--- src/sv/pdu_pkg.sv ---
// shared types, constants and helpers for the packed 2-bit base unpacker
package pdu_pkg;

    // width of the bases-remaining counter
    localparam int LEN_W = 32;
    // width used to compare an incoming length against the counter limit
    localparam int CMP_W = 40;
    localparam logic [CMP_W-1:0] LEN_MAX = (CMP_W'(1) << LEN_W) - CMP_W'(1);

    localparam int BASES_PER_BYTE = 4;
    localparam int CNT_W = 3;

    // ascii letters for the 2-bit base codes
    localparam logic [7:0] CHAR_A = 8'd65;
    localparam logic [7:0] CHAR_C = 8'd67;
    localparam logic [7:0] CHAR_G = 8'd71;
    localparam logic [7:0] CHAR_T = 8'd84;
    localparam logic [7:0] CHAR_ERR = 8'd0;

    localparam logic [1:0] CODE_A = 2'd0;
    localparam logic [1:0] CODE_C = 2'd1;
    localparam logic [1:0] CODE_G = 2'd2;
    localparam logic [1:0] CODE_T = 2'd3;

    // bases of one byte waiting to go out, plus their end flags
    typedef struct packed {
        logic [7:0]       bits;   // remaining bases, next one in bits 7:6
        logic [CNT_W-1:0] cnt;    // results still to send
        logic             ended;  // last result closes the read
        logic             err;    // single odd-offset error result
    } pdu_bundle_t;

    function automatic logic [7:0] base_letter(input logic [1:0] code);
        logic [7:0] c;
        case (code)
            CODE_A:  c = CHAR_A;
            CODE_C:  c = CHAR_C;
            CODE_G:  c = CHAR_G;
            CODE_T:  c = CHAR_T;
            default: c = CHAR_A;
        endcase
        return c;
    endfunction

endpackage

--- src/sv/pdu_ifs.sv ---
// valid/ready channel interfaces for packed bytes and ascii bases
interface pdu_pkt_if;
    logic        valid;
    logic        ready;
    logic [7:0]  packed_byte;
    logic        read_start;
    logic [2:0]  bit_offset;
    logic [31:0] read_length;

    modport source (output valid, packed_byte, read_start, bit_offset, read_length,
                    input ready);
    modport sink   (input valid, packed_byte, read_start, bit_offset, read_length,
                    output ready);
endinterface

interface pdu_base_if;
    logic       valid;
    logic       ready;
    logic [7:0] base_char;
    logic       end_of_item;
    logic       end_of_read;
    logic       odd_offset_error;

    modport source  (output valid, base_char, end_of_item, end_of_read, odd_offset_error,
                     input ready);
    modport sink    (input valid, base_char, end_of_item, end_of_read, odd_offset_error,
                     output ready);
    modport monitor (input valid, ready, base_char, end_of_item, end_of_read,
                     odd_offset_error);
endinterface

--- src/sv/pdu_unpack.sv ---
// input side: read tracking and per-byte base selection
module pdu_unpack
    import pdu_pkg::*;
(
    input  logic        clk,
    input  logic        rst_n,
    pdu_pkt_if.sink     packed_ch,
    input  logic        free,
    output logic        load,
    output pdu_bundle_t bundle
);

    logic [LEN_W-1:0] rem_reg, rem_next;
    logic             active_reg, active_next;

    logic             accept;
    logic             odd_err;
    logic [1:0]       first;
    logic [CNT_W-1:0] avail;
    logic [CMP_W-1:0] len_ext;
    logic [LEN_W-1:0] len_sat;
    logic [LEN_W-1:0] rem_sel;
    logic             act_sel;
    logic             rem_le;
    logic [CNT_W-1:0] n_take;

    assign packed_ch.ready = free;
    assign accept = packed_ch.valid && free;

    // pick up read parameters on the first byte, else continue the open read
    always_comb
    begin
        odd_err = packed_ch.read_start && packed_ch.bit_offset[0];
        first   = packed_ch.read_start ? packed_ch.bit_offset[2:1] : 2'd0;
        avail   = CNT_W'(BASES_PER_BYTE) - CNT_W'(first);
        len_ext = CMP_W'(packed_ch.read_length);
        len_sat = (len_ext > LEN_MAX) ? LEN_MAX[LEN_W-1:0] : len_ext[LEN_W-1:0];
        rem_sel = packed_ch.read_start ? len_sat : rem_reg;
        act_sel = packed_ch.read_start ? (len_sat != '0) : active_reg;
        rem_le  = rem_sel <= LEN_W'(avail);
        n_take  = rem_le ? rem_sel[CNT_W-1:0] : avail;
    end

    // next read state
    always_comb
    begin
        rem_next    = rem_reg;
        active_next = active_reg;
        if (accept)
        begin
            if (odd_err)
            begin
                rem_next    = '0;
                active_next = 1'b0;
            end
            else if (act_sel)
            begin
                rem_next    = rem_sel - LEN_W'(n_take);
                active_next = !rem_le;
            end
            else
            begin
                rem_next    = rem_sel;
                active_next = act_sel;
            end
        end
    end

    always_ff @(posedge clk or negedge rst_n)
    begin
        if (!rst_n)
        begin
            rem_reg    <= '0;
            active_reg <= 1'b0;
        end
        else
        begin
            rem_reg    <= rem_next;
            active_reg <= active_next;
        end
    end

    // bases of this byte handed to the output stage
    assign load = accept && (odd_err || act_sel);

    always_comb
    begin
        bundle.bits  = packed_ch.packed_byte << {first, 1'b0};
        bundle.cnt   = odd_err ? CNT_W'(1) : n_take;
        bundle.ended = odd_err ? 1'b1 : rem_le;
        bundle.err   = odd_err;
    end

endmodule

--- src/sv/pdu_emit.sv ---
// output side: holds one byte's bases and sends one per cycle while base_ch.ready is high
module pdu_emit
    import pdu_pkg::*;
(
    input  logic        clk,
    input  logic        rst_n,
    input  logic        load,
    input  pdu_bundle_t bundle,
    output logic        free,
    pdu_base_if.source  base_ch
);

    logic [7:0]       bits_reg, bits_next;
    logic [CNT_W-1:0] cnt_reg, cnt_next;
    logic             ended_reg;
    logic             err_reg;
    logic             take;

    assign take = base_ch.valid && base_ch.ready;
    // room for the next item once the last pending base leaves
    assign free = (cnt_reg == '0) || ((cnt_reg == CNT_W'(1)) && base_ch.ready);

    // shift out one base per accepted result
    always_comb
    begin
        bits_next = bits_reg;
        cnt_next  = cnt_reg;
        if (load)
        begin
            bits_next = bundle.bits;
            cnt_next  = bundle.cnt;
        end
        else if (take)
        begin
            bits_next = {bits_reg[5:0], 2'b00};
            cnt_next  = cnt_reg - CNT_W'(1);
        end
    end

    always_ff @(posedge clk or negedge rst_n)
    begin
        if (!rst_n)
        begin
            cnt_reg <= '0;
        end
        else
        begin
            cnt_reg <= cnt_next;
        end
    end

    always_ff @(posedge clk)
    begin
        bits_reg <= bits_next;
        if (load)
        begin
            ended_reg <= bundle.ended;
            err_reg   <= bundle.err;
        end
    end

    // result fields
    always_comb
    begin
        base_ch.valid            = cnt_reg != '0;
        base_ch.base_char        = err_reg ? CHAR_ERR : base_letter(bits_reg[7:6]);
        base_ch.end_of_item      = cnt_reg == CNT_W'(1);
        base_ch.end_of_read      = (cnt_reg == CNT_W'(1)) && ended_reg;
        base_ch.odd_offset_error = err_reg;
    end

endmodule

--- src/sv/packed_dna_2bit_to_ascii.sv ---
// top level of the packed 2-bit base to ascii unpacker
//
// packed_ch carries one byte of a read with four 2-bit bases, bits 7:6
// first. On read_start the byte also brings bit_offset and read_length;
// offset/2 leading bases of that byte are skipped. base_ch carries one
// ascii letter per item, with end_of_item on the last letter of a byte and
// end_of_read on the last letter of the read. An odd offset gives one item
// with base_char zero and odd_offset_error set; later bytes of that read
// are dropped until the next read_start.
// The first letter of a byte appears in the cycle after the byte is taken.
// Throughput: one letter per cycle while base_ch.ready is high, set by the
// single-letter output register; bytes that make no letter are taken
// without an item. The next byte is taken in the cycle its predecessor's
// last letter leaves, so a busy stream has no gaps.
// Reset clears the read state and empties the output register.
// When the receiver stalls, the current letter holds and packed_ch.ready
// drops until the byte's last letter is taken.
module packed_dna_2bit_to_ascii
    import pdu_pkg::*;
(
    input  logic       clk,
    input  logic       rst_n,
    pdu_pkt_if.sink    packed_ch,
    pdu_base_if.source base_ch
);

    logic        load;
    logic        free;
    pdu_bundle_t bundle;

    pdu_unpack u_unpack (
        .clk       (clk),
        .rst_n     (rst_n),
        .packed_ch (packed_ch),
        .free      (free),
        .load      (load),
        .bundle    (bundle)
    );

    pdu_emit u_emit (
        .clk     (clk),
        .rst_n   (rst_n),
        .load    (load),
        .bundle  (bundle),
        .free    (free),
        .base_ch (base_ch)
    );

endmodule

--- src/flat_wrapper.sv ---
// flat-port wrapper written by rule: the top's interface ports become plain ports
module packed_dna_2bit_to_ascii_flat import pdu_pkg::*;
  (clk, rst_n, packed_ch_valid, packed_ch_packed_byte, packed_ch_read_start, packed_ch_bit_offset, packed_ch_read_length, packed_ch_ready, base_ch_valid, base_ch_base_char, base_ch_end_of_item, base_ch_end_of_read, base_ch_odd_offset_error, base_ch_ready);
  pdu_pkt_if packed_ch_i ();
  pdu_base_if base_ch_i ();
  input  logic clk;
  input  logic rst_n;
  input wire logic [$bits(packed_ch_i.valid)-1:0] packed_ch_valid;
  input wire logic [$bits(packed_ch_i.packed_byte)-1:0] packed_ch_packed_byte;
  input wire logic [$bits(packed_ch_i.read_start)-1:0] packed_ch_read_start;
  input wire logic [$bits(packed_ch_i.bit_offset)-1:0] packed_ch_bit_offset;
  input wire logic [$bits(packed_ch_i.read_length)-1:0] packed_ch_read_length;
  output wire logic [$bits(packed_ch_i.ready)-1:0] packed_ch_ready;
  output wire logic [$bits(base_ch_i.valid)-1:0] base_ch_valid;
  output wire logic [$bits(base_ch_i.base_char)-1:0] base_ch_base_char;
  output wire logic [$bits(base_ch_i.end_of_item)-1:0] base_ch_end_of_item;
  output wire logic [$bits(base_ch_i.end_of_read)-1:0] base_ch_end_of_read;
  output wire logic [$bits(base_ch_i.odd_offset_error)-1:0] base_ch_odd_offset_error;
  input wire logic [$bits(base_ch_i.ready)-1:0] base_ch_ready;
  assign packed_ch_i.valid = packed_ch_valid;
  assign packed_ch_i.packed_byte = packed_ch_packed_byte;
  assign packed_ch_i.read_start = packed_ch_read_start;
  assign packed_ch_i.bit_offset = packed_ch_bit_offset;
  assign packed_ch_i.read_length = packed_ch_read_length;
  assign packed_ch_ready = packed_ch_i.ready;
  assign base_ch_valid = base_ch_i.valid;
  assign base_ch_base_char = base_ch_i.base_char;
  assign base_ch_end_of_item = base_ch_i.end_of_item;
  assign base_ch_end_of_read = base_ch_i.end_of_read;
  assign base_ch_odd_offset_error = base_ch_i.odd_offset_error;
  assign base_ch_i.ready = base_ch_ready;
  packed_dna_2bit_to_ascii u_core (.clk(clk), .rst_n(rst_n), .packed_ch(packed_ch_i), .base_ch(base_ch_i));
endmodule
--- config.mk ---
export PLATFORM = sky130hd
export DESIGN_NAME = packed_dna_2bit_to_ascii_flat
export DESIGN_NICKNAME = d
export VERILOG_FILES = /design/src/sv/pdu_pkg.sv /design/src/sv/pdu_ifs.sv /design/src/sv/pdu_unpack.sv /design/src/sv/pdu_emit.sv /design/src/sv/packed_dna_2bit_to_ascii.sv /design/src/flat_wrapper.sv
export SDC_FILE = /design/constraint.sdc
export NUM_CORES = 1
export LEC_CHECK = 0
export BUFFER_PORTS_ARGS = -buffer_cell sky130_fd_sc_hd__buf_2
export CAP_MARGIN = 0
export CORE_UTILIZATION = 63
export DETAILED_ROUTE_END_ITERATION = 6
export GPL_ROUTABILITY_DRIVEN = 0
export GPL_TIMING_DRIVEN = 0
export PLACE_DENSITY = 0.87
export SYNTH_ARGS = -nofsm -noshare
export SYNTH_HDL_FRONTEND = slang
export SYNTH_SLANG_ARGS = --single-unit
--- constraint.sdc ---
create_clock -name clk -period 13 [get_ports clk]
set_input_delay 0.65 -clock clk [delete_from_list [all_inputs] [get_ports clk]]
set_output_delay 0.65 -clock clk [all_outputs]
set_load 0.01 [all_outputs]
==> results.md <==
* Share of cell area taken by muxes after synthesis at 9.25%
* Post-synthesis area per instance at 8.42 um2
* Switching Fraction at 43.9%
* Synthesis Warnings at 0
* Startpoint of the worst register-to-register path: u_core.u_unpack.rem_reg[16]
* Hold crit path type: primary input to async pin
* Post-synthesis sequential element count at 46
* Clock buffer depth at 2
* Register share of total power at 41.4%
* Final HPWL DP at 10000 um
* Row count at 29
* Routed length per placed instance at 20.7 um
* Fmax at 0.143 GHz
* Violations in the final reports: design-rule violations
* Largest register FFs at 32
* Total inserted antenna cells at 0
* Cells after DPL at 647
* Total of cells resized after clock tree synthesis at 0
* Synthesized netlist cell count at 511
* Vert. Die Dim at 84.6 um
* Synth Area in Simple Gates at 30.5%
* Worst setup slack for register-to-register paths at 7.49 ns
* Xor-xnor portion of the synthesized cell area at 5.70%
* IO Pins at 61
* Share of flip-flops with an asynchronous set or reset at 78.3%
* Cts bufs inserted at 5
* Final period demand of the worst path at 6.98 ns
* Vias at 4696
* Max-slew headroom at the worst pin at 24.1%
* Slew at the pin closest to its max-slew limit at 1.13 ns
* Ys flop type: dfrtp_1
* Number of vias per cell after detailed routing at 7.17
* Maximum number of pins on one net before global-route repair at 37
* Nature of the critical path startpoint: primary input
* Initial DRT Pass Iterations at 7
* PnR Total Power at 0.706 mW
* Multi-input combinational cell area at 2900 um2
* Final nets at 639
* Data arrival time at the worst-slack endpoint at 7.17 ns
* Final count of pins violating max slew at 0
* CTS H-Tree Depth at 2
* Critical path's slowest cell: nor3_1
* Worst VDD drop at 0.108 mV
* Buffer count from post-CTS setup fixing at 0
* Number of inserted filler cells in the final layout at 503
* Cells along the critical path: buf_2 > buf_6 > buf_2 > buf_2 > buf_2 > buf_1 > buf_1 > mux2i_1 > ha_1 > nor2b_1 > o21a_1 > o21ai_0 > and4b_1 > buf_6 > mux2i_1 > ha_1 > a21oi_1 > o211ai_1 > nor3_1 > nand3_1 > xnor2_1 > a221o_1
* Worst-case reg-to-reg path depth at 13
* Internal power of the cells at 0.396 mW
* Latest clock arrival within the worst-skew pair at 0.32 ns
* Share of total power in combinational logic at 45.3%
* Proportion of layout cells with a drive suffix above 1 at 16.8%
* Proportion of synthesized chip area in sequential cells at 27.9%
* Reg-to-Reg End: u_core.u_unpack.rem_reg[23]
* Die boundary width at 84.6 um
* Top cell by count, worst path: buf_2
* Clock Sink Count at 46
* Area of the die at 7160 um2
* Final clock skew at 0.0145 ns
* Worst Path Required at 13.19 ns
* PD cells at 148 nW/um2
* FF/Latch Area at 1200 um2
* Class of the most critical setup path: primary input to register
* Result of the run: finished, violations left
* Initial core utilization at 66.6%
* Cell types with the largest area share after synthesis: dfrtp_1 21%, mux2i_1 7.7%, edfxtp_1 7.0%
* Max-cap check violation count at 0
* Arithmetic-cell share of the synthesized area counting full adders, half adders and majority gates at 4.25%
* Main combinational cell family by area after synthesis: simple AND/OR/NAND/NOR gates
* Largest fanout on the critical path at 10
* Static leakage at 1.89 nW
* Setup crit end kind: register
* Initial antenna violation count at 0
* Setup repair after global routing missed its margin: no
* Layout Cells excl Fill at 655
* # hold bufs at CTS at 0
* Fin Setup TNS at 0 ns
* Summed instance area of the synthesized netlist at 4300 um2
* Placed cell area at 4690 um2
* Area share of the leading cell type in the synthesized netlist at 20.9%
* Count of nets left with antenna violations after detail routing at 0
* Library cells used by synthesis at 72
* Count of input and output buffers at 57
* Wire length of the first global-routing pass at 21600 um
* Finish-stage setup viols at 0
* Leading cell type by number of instances after synthesis: nand2_1
* Sum of routed wire length over all layers at 13600 um
* Utilization after layout at 73.9%
* Final worst-path cycle share at 53.7%
* Residual DRC at 4
* Global-route congestion overflow total at 0
* Number of global-route vias before repair at 4411
* Post-synthesis compound-gate area fraction at 17.5%
* Overall fraction of global-route tracks in use at 38.6%
* Power dissipated by switching net loads at 0.310 mW
* Non-Filler Cell Area, Final at 4770 um2
* Area of the core at 6460 um2
* Number of flops mapped to enable cells by yosys at 10
* Area overhead of the layout relative to synthesis at 11.0%
* Cell taking the most area after synthesis: dfrtp_1
* Most frequent cells after synthesis: 53 x nand2_1, 42 x nor2_1, 36 x dfrtp_1
* Clock slew at the register clock pins of the worst setup and hold paths at 0.10 ns
* CP max stage delay at 0.80 ns
* CTS tree: done
* Final-report hold violation count at 0
* Cell at the root of the clock tree: clkbuf_8
* Share of power burned in the clock network at 13.3%
* Number of violations reported at the end of detailed-routing iteration 0 at 795
-- worst max path at each step --
| stage | from | endpoint | slack, ns | cells after the start |
|---|---|---|---|---|
| after CTS | packed_ch_read_start | u_core.u_unpack.rem_reg[23] | 6.36 | 22 |
| after global routing | packed_ch_read_start | u_core.u_unpack.rem_reg[29] | 5.86 | 23 |
| after floorplan | packed_ch_read_start | u_core.u_unpack.rem_reg[26] | 7.63 | 22 |
| after detailed placement | packed_ch_read_start | u_core.u_unpack.rem_reg[15] | 6.03 | 22 |
| final | packed_ch_read_start | u_core.u_unpack.rem_reg[23] | 6.02 | 22 |
| after global placement | packed_ch_read_start | u_core.u_unpack.rem_reg[23] | 6.09 | 22 |
-- per-stage QoR --
step	setup slack, ns	hold slack [ns]
after floorplan	7.63	0.354
after global placement	6.09	0.463
after detailed placement	6.03	0.472
after CTS	6.36	0.469
after global routing	5.86	0.509
final	6.02	0.447
-- power groups by stage --
stage                     combinational (mW)  sequential (mW)  clock [mW]
after floorplan                        0.226            0.270           0
after global placement                 0.297            0.285           0
after detailed placement               0.312            0.289           0
after CTS                              0.313            0.287      0.0929
after global routing                   0.350            0.298      0.0957
final                                  0.320            0.292      0.0941
-- cell families after synthesis --
logic type | count (synthesis)
compound gates | 102
xor+xnor | 28
fa+ha+maj | 14
buf+inv | 44
flops | 46
mux | 39
other cells | 1
simple gates | 237
-- cells in the final DEF, fill, tap and decap left out, types with 18 or more instances in the layout --
master and count:
dfrtp_1 36, nor3_1 30, mux2i_1 33, nor2_1 42, a221o_1 18, a21oi_1 24
nand2_1 53, buf_2 62, or3_1 22, clkbuf_1 19
-- layer usage --
layer / vias to the layer above / global-route usage [%] / wire [um] / part of all wire (%)
met3: 98 / 11.8 / 1950 / 14
met2: 397 / 60.5 / 5900 / 43
met1: 2156 / 50.5 / 5160 / 38
met4: 0 / 14.3 / 562 / 4.1
li1: 2045 / - / - / -
met5: - / 0 / 0 / 0
-- layout make-up --
type                            count  area share, %
Buffer                             31           3.28
Clock buffer                        7           1.60
Clock inverter                      1          0.157
Inverter                           13           1.02
Multi-Input combinational cell    423           60.8
Sequential cell                    46           25.2
Tap cell                           77           2.02
Timing Repair Buffer               57           5.97
-- critical path, delay by kind of cell --
family	cells	cell delay, ns
muxes	2	0.84
and+or+nand+nor	4	1.35
buffers and inverters	8	2.33
adders and majority gates	2	0.57
AOI/OAI and AO/OA	5	1.20
xor gates and xnor gates	1	0.19
No activity file was read; power rests on OpenSTA's default activity.
